$ cat src/tleh_pkg.sv
// ---------------------------------------------------------------------------
// tleh_pkg: shared types and constants
// Key codes, status codes and the result record of the line editor.
// ---------------------------------------------------------------------------
`timescale 1ns / 1ps

package tleh_pkg;

	localparam int LINE_LEN_DEF      = 64;
	localparam int HISTORY_DEPTH_DEF = 8;

	localparam int POS_W   = 6;
	localparam int BYTE_W  = 8;
	localparam int TDATA_W = 24;

	localparam logic [BYTE_W-1:0] K_ESC     = 8'h1B;
	localparam logic [BYTE_W-1:0] K_BRACKET = 8'h5B;
	localparam logic [BYTE_W-1:0] K_CR      = 8'h0D;
	localparam logic [BYTE_W-1:0] K_LF      = 8'h0A;
	localparam logic [BYTE_W-1:0] K_BS1     = 8'h08;
	localparam logic [BYTE_W-1:0] K_BS2     = 8'h7F;
	localparam logic [BYTE_W-1:0] K_UP      = 8'h41;
	localparam logic [BYTE_W-1:0] K_DOWN    = 8'h42;
	localparam logic [BYTE_W-1:0] K_RIGHT   = 8'h43;
	localparam logic [BYTE_W-1:0] K_LEFT    = 8'h44;
	localparam logic [BYTE_W-1:0] K_NUL     = 8'h00;

	typedef enum logic [1:0] {
		ST_APPLIED   = 2'd0,
		ST_NO_EFFECT = 2'd1,
		ST_FULL      = 2'd2,
		ST_BAD_ESC   = 2'd3
	} status_t;

	typedef struct packed {
		logic              kind;
		logic [BYTE_W-1:0] line_char;
		logic [POS_W-1:0]  cursor_pos;
		logic [POS_W-1:0]  line_length;
		status_t           status;
		logic              last;
	} res_t;

endpackage

$ cat src/tleh_out_stage.sv
// ---------------------------------------------------------------------------
// tleh_out_stage: result holding register
// Holds one result beat for the master side so the sequencer can move on.
// ---------------------------------------------------------------------------
`timescale 1ns / 1ps

module tleh_out_stage (
	input  logic                          clk,
	input  logic                          arst_n,
	input  logic                          load,
	input  tleh_pkg::res_t                res,
	output logic                          free,
	output logic                          m_tvalid,
	input  logic                          m_tready,
	// line_char[7:0], cursor_pos[13:8], line_length[19:14], status[21:20], zero
	output logic [tleh_pkg::TDATA_W-1:0]  m_tdata,
	// kind
	output logic                          m_tuser,
	output logic                          m_tlast
);

	logic           valid_q;
	tleh_pkg::res_t res_q;

	assign free = !valid_q || m_tready;

	always_ff @(posedge clk or negedge arst_n) begin
		if (!arst_n) begin
			valid_q <= 1'b0;
		end else if (free) begin
			valid_q <= load;
		end
	end

	always_ff @(posedge clk) begin
		if (load && free) begin
			res_q <= res;
		end
	end

	assign m_tvalid = valid_q;
	assign m_tdata  = {2'b00, res_q.status, res_q.line_length, res_q.cursor_pos,
		res_q.line_char};
	assign m_tuser  = res_q.kind;
	assign m_tlast  = res_q.last;

endmodule

$ cat config.mk
export PLATFORM = sky130hd
export DESIGN_NAME = tleh_out_stage
export DESIGN_NICKNAME = d
export VERILOG_FILES = /design/src/tleh_pkg.sv /design/src/tleh_out_stage.sv
export SDC_FILE = /design/constraint.sdc
export NUM_CORES = 1
export LEC_CHECK = 0
export ABC_CLOCK_PERIOD_IN_PS = 3050
export BUFFER_PORTS_ARGS = -buffer_cell sky130_fd_sc_hd__buf_2
export CORE_MARGIN = 3
export CORE_UTILIZATION = 38
export DETAILED_ROUTE_END_ITERATION = 10
export GPL_ROUTABILITY_DRIVEN = 0
export PLACE_DENSITY = 0.76
export SYNTH_ARGS = -nofsm -noshare
export SYNTH_HDL_FRONTEND = slang
export SYNTH_SLANG_ARGS = --single-unit
export TNS_END_PERCENT = 1
$ cat constraint.sdc
create_clock -name clk -period 3.05 [get_ports clk]
set_clock_uncertainty 0.15 [all_clocks]
set_input_delay 0.61 -clock clk [delete_from_list [all_inputs] [get_ports clk]]
set_output_delay 0.61 -clock clk [all_outputs]
set_load 0.02 [all_outputs]
Word-level counts from Yosys, hierarchy flattened
Cells that the tools add are included.
{"block": "classes", "n_reduce_logical": 3}
{"cell": "logical AND 1 bit", "n": 1}
{"cell": "logical NOT 1 bit", "n": 1}
{"cell": "logical OR 1 bit", "n": 1}
{"block": "totals", "input_bits": 28, "reg_bits": 25, "output_inout_bits": 28, "wordCells": 10}

Depth between registers and ports, before layout
Gate-level depths: netlist (run 1).
{"block": "logic_depth", "word_depth": 3, "mapped_depth": 2, "ltp_nobuf": 2}

Least setup slack after synthesis (run 1)
No wires, ideal clock.
{"block": "synth_timing", "path_kind": "input-to-reg", "start": "input port m_tready", "end": "register res_q (netlist bit m_tdata[0]), enable pin", "n_path_buf": 0, "arrival_ns": 1.054, "t_required_ns": 2.574, "setup_time_ns": 0.326, "setup_slack_ns": 1.520, "cell_stages": 2, "path_cell_list": "nand2b_4 and2_4"}
{"block": "synth_between", "elab_chain_cells": 2}
{"element": "start, declared", "line_no": "tleh_out_stage.sv:14", "text": "input logic m_tready,"}
{"element": "logical OR 1 bit", "line_no": "tleh_out_stage.sv:25", "text": "assign free = !valid_q || m_tready;"}
{"element": "logical AND 1 bit", "line_no": "tleh_out_stage.sv:36", "text": "if (load && free) begin"}
{"element": "end signal, assigned", "line_no": "tleh_out_stage.sv:37", "text": "res_q <= res;"}
{"element": "end, declared", "line_no": "tleh_out_stage.sv:23", "text": "tleh_pkg::res_t res_q;"}
No other way between the ends.
A chain may end at the register's enable or synchronous reset.

Worst setup path after layout (run 1)
{"block": "layout_timing", "start": "input port m_tready", "end": "output port free"}
{"block": "layout_between", "elab_chain_cells": 1}
{"element": "logical OR 1 bit", "line_no": "tleh_out_stage.sv:25"}
{"element": "end, declared", "line_no": "tleh_out_stage.sv:12", "text": "output logic free,"}
No other way between the ends.

==> impl_metrics.py, run 1 <==
metrics = {
    "run_status": {
        "status": "finished clean",
    },
    "clock_network": {
        "clkTransAtPathRegs_ns": 0.12,
        "root_buffer": "clkbuf_4",
        "cts_buffers": 3,
        "cts_max_level": 1,
        "cts_buffer_depth": 2,
        "clock-sinks": 25,
        "tritoncts": "done",
        "clock_latency_ns": 0.30,
    },
    "timing": {
        "setup_tns_ns": 0,
        "maxSlewViolCount": 0,
        "fin_ws_ns": 1.298,
        "fmax_mhz": 570.6,
        "setup_viol": 0,
        "hold_viol": 0,
        "fin_crit_sh_pct": 57.46,
        "rsz0062_at_grt": "false",
        "period_minus_slack_ns": 1.752,
    },
    "global_routing": {
        "grt_pass1_vias": 436,
        "grt_antenna_before_repair": 0,
        "grt_max_degree": 25,
        "grt_overflow": 0,
        "grt_pass1_wl_mm": 1.904,
        "grt_util_all_layers_pct": 10.18,
    },
    "worst_setup_path": {
        "critPathMaxStageDelay_ns": 0.16,
        "r2r-start": "m_tvalid$_DFFE_PN0P_",
        "endpoint_kind": "output pin",
        "worst_setup_path_start_kind": "input pin",
        "cp_slowest_cell": "buf_2",
        "crit_cells": 3,
        "regToRegEndpoint": "m_tdata[3]$_DFFE_PP_",
        "crit_buf_inv": 2,
        "reg2reg_depth": 2,
        "cpMostUsedCell": "buf_2",
        "path_cells": "buf_2 > nand2b_4 > buf_2",
        "crit_fanout": 3,
        "critPathTopFamily": "buffers and inverters",
        "crit_required_ns": 2.29,
        "r2r_slack_ns": 1.75,
        "cp.arrival_ns": 0.99,
        "worstSetupPathType": "input pin to output pin",
    },
    "yosys": {
        "yosysSeqAreaShare_pct": 94.01,
        "yosys_warnings": 0,
        "synth_cell_types": 7,
        "ys_seq_elements": 25,
        "avgSynthCellArea_um2": 25.59,
        "syn_inst": 31,
        "syn_area_um2": 793.3,
    },
    "floorplan": {
        "row_count": 15,
        "start_util_pct": 43.13,
        "die_area_mm2": 0.002672,
        "io_pins": 56,
        "chipHeight_um": 51.69,
        "core-area_mm2": 0.001839,
        "die_w_um": 51.69,
    },
    "cells_and_area": {
        "final_area_mm2": 0.001116,
        "area_growth_pct": 40.69,
        "drive_gt1_share_pct": 67.05,
        "antenna_cells": 0,
        "fillCellCount": 154,
        "fin_nets": 117,
    },
    "job": {
        "cap_violations": 0,
    },
    "worst_hold_path": {
        "hold_depth": 1,
        "hp-class": "input pin to register",
        "worstHoldStart": "res[23]",
        "hold_end": "m_tuser$_DFFE_PP_",
    },
    "detailed_routing": {
        "vias": 469,
        "ant_nets": 0,
        "drt_iter0_drc": 4,
        "drc": 0,
        "drt_wl_total_mm": 1.398,
        "vias_per_cell": 4.150,
        "dr.pass1.iters": 2,
        "routedWlPerCell_um": 12.37,
    },
    "placement": {
        "dp_slack_ns": 1.297,
        "place.port_buffers": 53,
        "place_area_mm2": 0.001079,
        "hpwl_mm": 1.146,
    },
    "power_and_ir_drop": {
        "power_density_mw_per_mm2": 549.7,
        "p_total_uw": 613.5,
        "vdd_drop_max_mv": 0.2857,
        "power.leakage_nw": 0.4911,
    },
}
-- area by class of cell --
type	instances	area, um2	share of cell area, %
clock buffer	3	22.52	2.018
clock inverter	1	5.005	0.4484
multi-input combinational	5	36.28	3.251
sequential	25	745.7	66.82
tap	25	31.28	2.803
timing repair buffer	54	275.3	24.66
-- cells in the final DEF (no fill, tap or decap), drive strengths merged --
| cell type | Yosys | final |
|---|---|---|
| clkbuf | 0 | 3 |
| and2 | 1 | 1 |
| dlygate4sd3 | 0 | 1 |
| nand2b | 2 | 2 |
| buf | 2 | 53 |
| conb | 1 | 2 |
| clkinv | 0 | 1 |
| dfrtp | 1 | 1 |
| edfxtp | 24 | 24 |
-- how the worst max path moves through the flow --
stage	to	from
after detailed placement	free	m_tready
after global placement	free	m_tready
final	free	m_tready
after global routing	free	m_tvalid$_DFFE_PN0P_
after floorplan	m_tdata[0]$_DFFE_PP_	m_tready
after CTS	free	m_tready
-- routing by layer --
| layer | track usage [%] | share of wire [%] | wire, um | up-vias |
|---|---|---|---|---|
| met5 | 0 | 0 | 0 | - |
| met2 | 19.28 | 57 | 791 | 25 |
| met1 | 10.02 | 36 | 500 | 215 |
| li1 | - | - | - | 225 |
| met3 | 0 | 4.9 | 68 | 4 |
| met4 | 9.170 | 2.7 | 38 | 0 |
-- cell usage after synthesis (all sizes together) --
library cell | number | area share [%]
and2 | 1 | 1.1
nand2b | 2 | 2.5
buf | 2 | 1.9
dfrtp | 1 | 3.2
conb | 1 | 0.47
edfxtp | 24 | 91
-- report_power, final --
group | internal, mW | total (mW) | switching (mW)
combinational | 0.0277 | 0.0731 | 0.0454
clock | 0.0489 | 0.138 | 0.0887
sequential | 0.398 | 0.403 | 0.00431
-- timing repair --
| item | in CTS | in global routing |
|---|---|---|
| hold buffers | 1 | 0 |
| hold endpoints to repair | 1 | 0 |
| gates resized for setup | 0 | 0 |
| setup buffers | 0 | 0 |
-- flip-flops by register name, indices dropped and copies added (netlist names) --
name,count
m_tdata,22
m_tlast,1
m_tuser,1
m_tvalid,1
-- kinds of logic after synthesis --
kind of cell / Yosys count / synth area share [%]
other: 1 / 0.4727
AND/OR/NAND/NOR: 3 / 3.628
buffers and inverters: 2 / 1.892
flip-flops: 25 / 94.01
-- worst reg2reg max path, cell delays in order (launching register included) --
cell and delay, ns:
dfrtp_1 0.43, nand2b_4 0.08, and2_4 0.33
-- per-stage QoR --
stage                     hold WS [ns]  cells  util, %
after floorplan                 0.1644     32        -
after global placement          0.2349    108    58.64
after detailed placement        0.2399    108    58.64
after CTS                       0.3056    113    60.68
after global routing            0.2986    113    60.68
final                           0.3180    113    60.68
(Power assumes the default switching activity.)
==> run 2: changes to the inputs <==
ABC_CLOCK_PERIOD_IN_PS = 1520   (was 3050)
CORE_UTILIZATION = 35   (was 38)
PLACE_DENSITY = 0.74   (was 0.76)
clock period = 1.52 ns   (was 3.05 ns; I/O delays follow)
==> run 2 against run 1 <==
  * Core utilization down 2.6 points
  * Register-to-register slack worse by 1.5 ns
  * Critical path depth fell by 1
  * Largest cell class unchanged
  * Largest power group unchanged
==> impl_metrics.py, run 2 (synthesis gave the netlist of run 1 again) <==
metrics = {
    "detailed_routing": {
        "dr.pass1.iters": 2,
        "routedWlPerCell_um": 12.87,
        "drc": 0,
        "drt_wl_total_mm": 1.583,
        "vias": 512,
        "ant_nets": 0,
        "vias_per_cell": 4.163,
        "drt_iter0_drc": 6,
    },
    "power_and_ir_drop": {
        "power_density_mw_per_mm2": 1050,
        "vdd_drop_max_mv": 0.6962,
        "power.leakage_nw": 0.5218,
    },
    "worst_setup_path": {
        "crit_required_ns": 1.07,
        "worstSetupPathType": "register to output pin",
        "cp.arrival_ns": 0.97,
        "crit_fanout": 3,
        "worst_setup_path_start_kind": "register",
        "endpoint_kind": "output pin",
    },
    "clock_network": {
        "clock-sinks": 25,
        "cts_buffer_depth": 2,
        "cts-resized-gates": 0,
        "clock_latency_ns": 0.30,
        "cts_buffers": 3,
        "cts_hold_buffers": 1,
        "cts_max_level": 1,
        "post-cts-setup-buffers": 0,
        "clkTransAtPathRegs_ns": 0.13,
        "tritoncts": "done",
        "root_buffer": "clkbuf_4",
    },
    "timing": {
        "rsz0062_at_grt": "false",
        "maxSlewViolCount": 0,
        "fin_ws_ns": 0.09952,
        "fin_crit_sh_pct": 93.45,
        "period_minus_slack_ns": 1.420,
        "setup_tns_ns": 0,
        "whs_ns": 0.01502,
        "hold_viol": 0,
        "fmax_mhz": 704.0,
        "setup_viol": 0,
    },
    "cells_and_area": {
        "final_cell_mix": "buf_2, edfxtp_1, dlygate4sd3_1, clkbuf_4, conb_1",
        "drive_gt1_share_pct": 60.42,
        "antenna_cells": 0,
        "final_common_cell": "buf_2",
        "fin_nets": 125,
        "fin_cells": 123,
        "largest_reg_flops": 22,
        "area_growth_pct": 50.95,
    },
    "global_routing": {
        "grt_max_degree": 25,
        "grt_overflow": 0,
        "grt_pass1_vias": 446,
        "grt_pass1_wl_mm": 1.987,
        "grt_antenna_before_repair": 0,
        "grt_util_all_layers_pct": 10.31,
    },
    "floorplan": {
        "start_util_pct": 38.47,
        "core-area_mm2": 0.002062,
        "die_w_um": 53.61,
        "row_count": 16,
        "io_pins": 56,
        "chipHeight_um": 53.61,
        "die_area_mm2": 0.002874,
    },
    "run_status": {
        "status": "finished clean",
    },
    "worst_hold_path": {
        "hp-class": "input pin to register",
    },
    "placement": {
        "dp_slack_ns": 0.1908,
        "dp.cells": 110,
        "place.port_buffers": 53,
    },
    "job": {
        "cap_violations": 0,
    },
}
==> run 2: final cells by class <==
cell class,count,area (um2)
tap,27,33.78
timing repair buffer,62,355.3
clock buffer,4,26.28
fill,175,864.6
multi-input combinational,5,36.28
sequential,25,745.7
==> run 2: per-layer routing <==
metal | vias up | global-route usage, % | part of all wire, %
met4 | 0 | 5.106 | 0.76
met1 | 227 | 11.03 | 36
met2 | 39 | 17.35 | 48
met3 | 2 | 4.432 | 15
met5 | - | 0 | 0
li1 | 244 | - | -
==> run 2: final timing paths <==
check                                          start                    end  slack [ns]  depth (start not counted)
worst max register to register  m_tvalid$_DFFE_PN0P_  m_tdata[18]$_DFFE_PP_        0.22                          2
worst min register to register  m_tvalid$_DFFE_PN0P_   m_tvalid$_DFFE_PN0P_        0.41                          2
max in group asynchronous                     arst_n   m_tvalid$_DFFE_PN0P_        1.00                          2
worst max-delay path            m_tvalid$_DFFE_PN0P_                   free         0.1                          2
min in group asynchronous                     arst_n   m_tvalid$_DFFE_PN0P_        0.13                          2
worst min-delay path                         res[23]      m_tuser$_DFFE_PP_        0.02                          1
==> run 2: worst max-delay path, stage by stage, from the launching register on <==
cell,delay (ns)
dfrtp_1,0.43
nand2b_4,0.08
buf_2,0.16
==> run 2: power by group <==
part / switching (mW) / total, mW / internal (mW) / leakage (nW)
Sequential: 0.0103 / 0.810 / 0.800 / 0.239
Combinational: 0.0947 / 0.164 / 0.0690 / 0.267
Clock: 0.181 / 0.284 / 0.102 / 0.0150
==> run 2: stage by stage <==
step                      util, %  power [mW]  area [um2]
after CTS                   54.19       1.251        1117
final                       58.07       1.257        1197
after detailed placement    52.43      0.9731        1081
after floorplan                 -      0.9039       797.0
after global placement      52.43      0.9683        1081
after global routing        58.07       1.309        1197
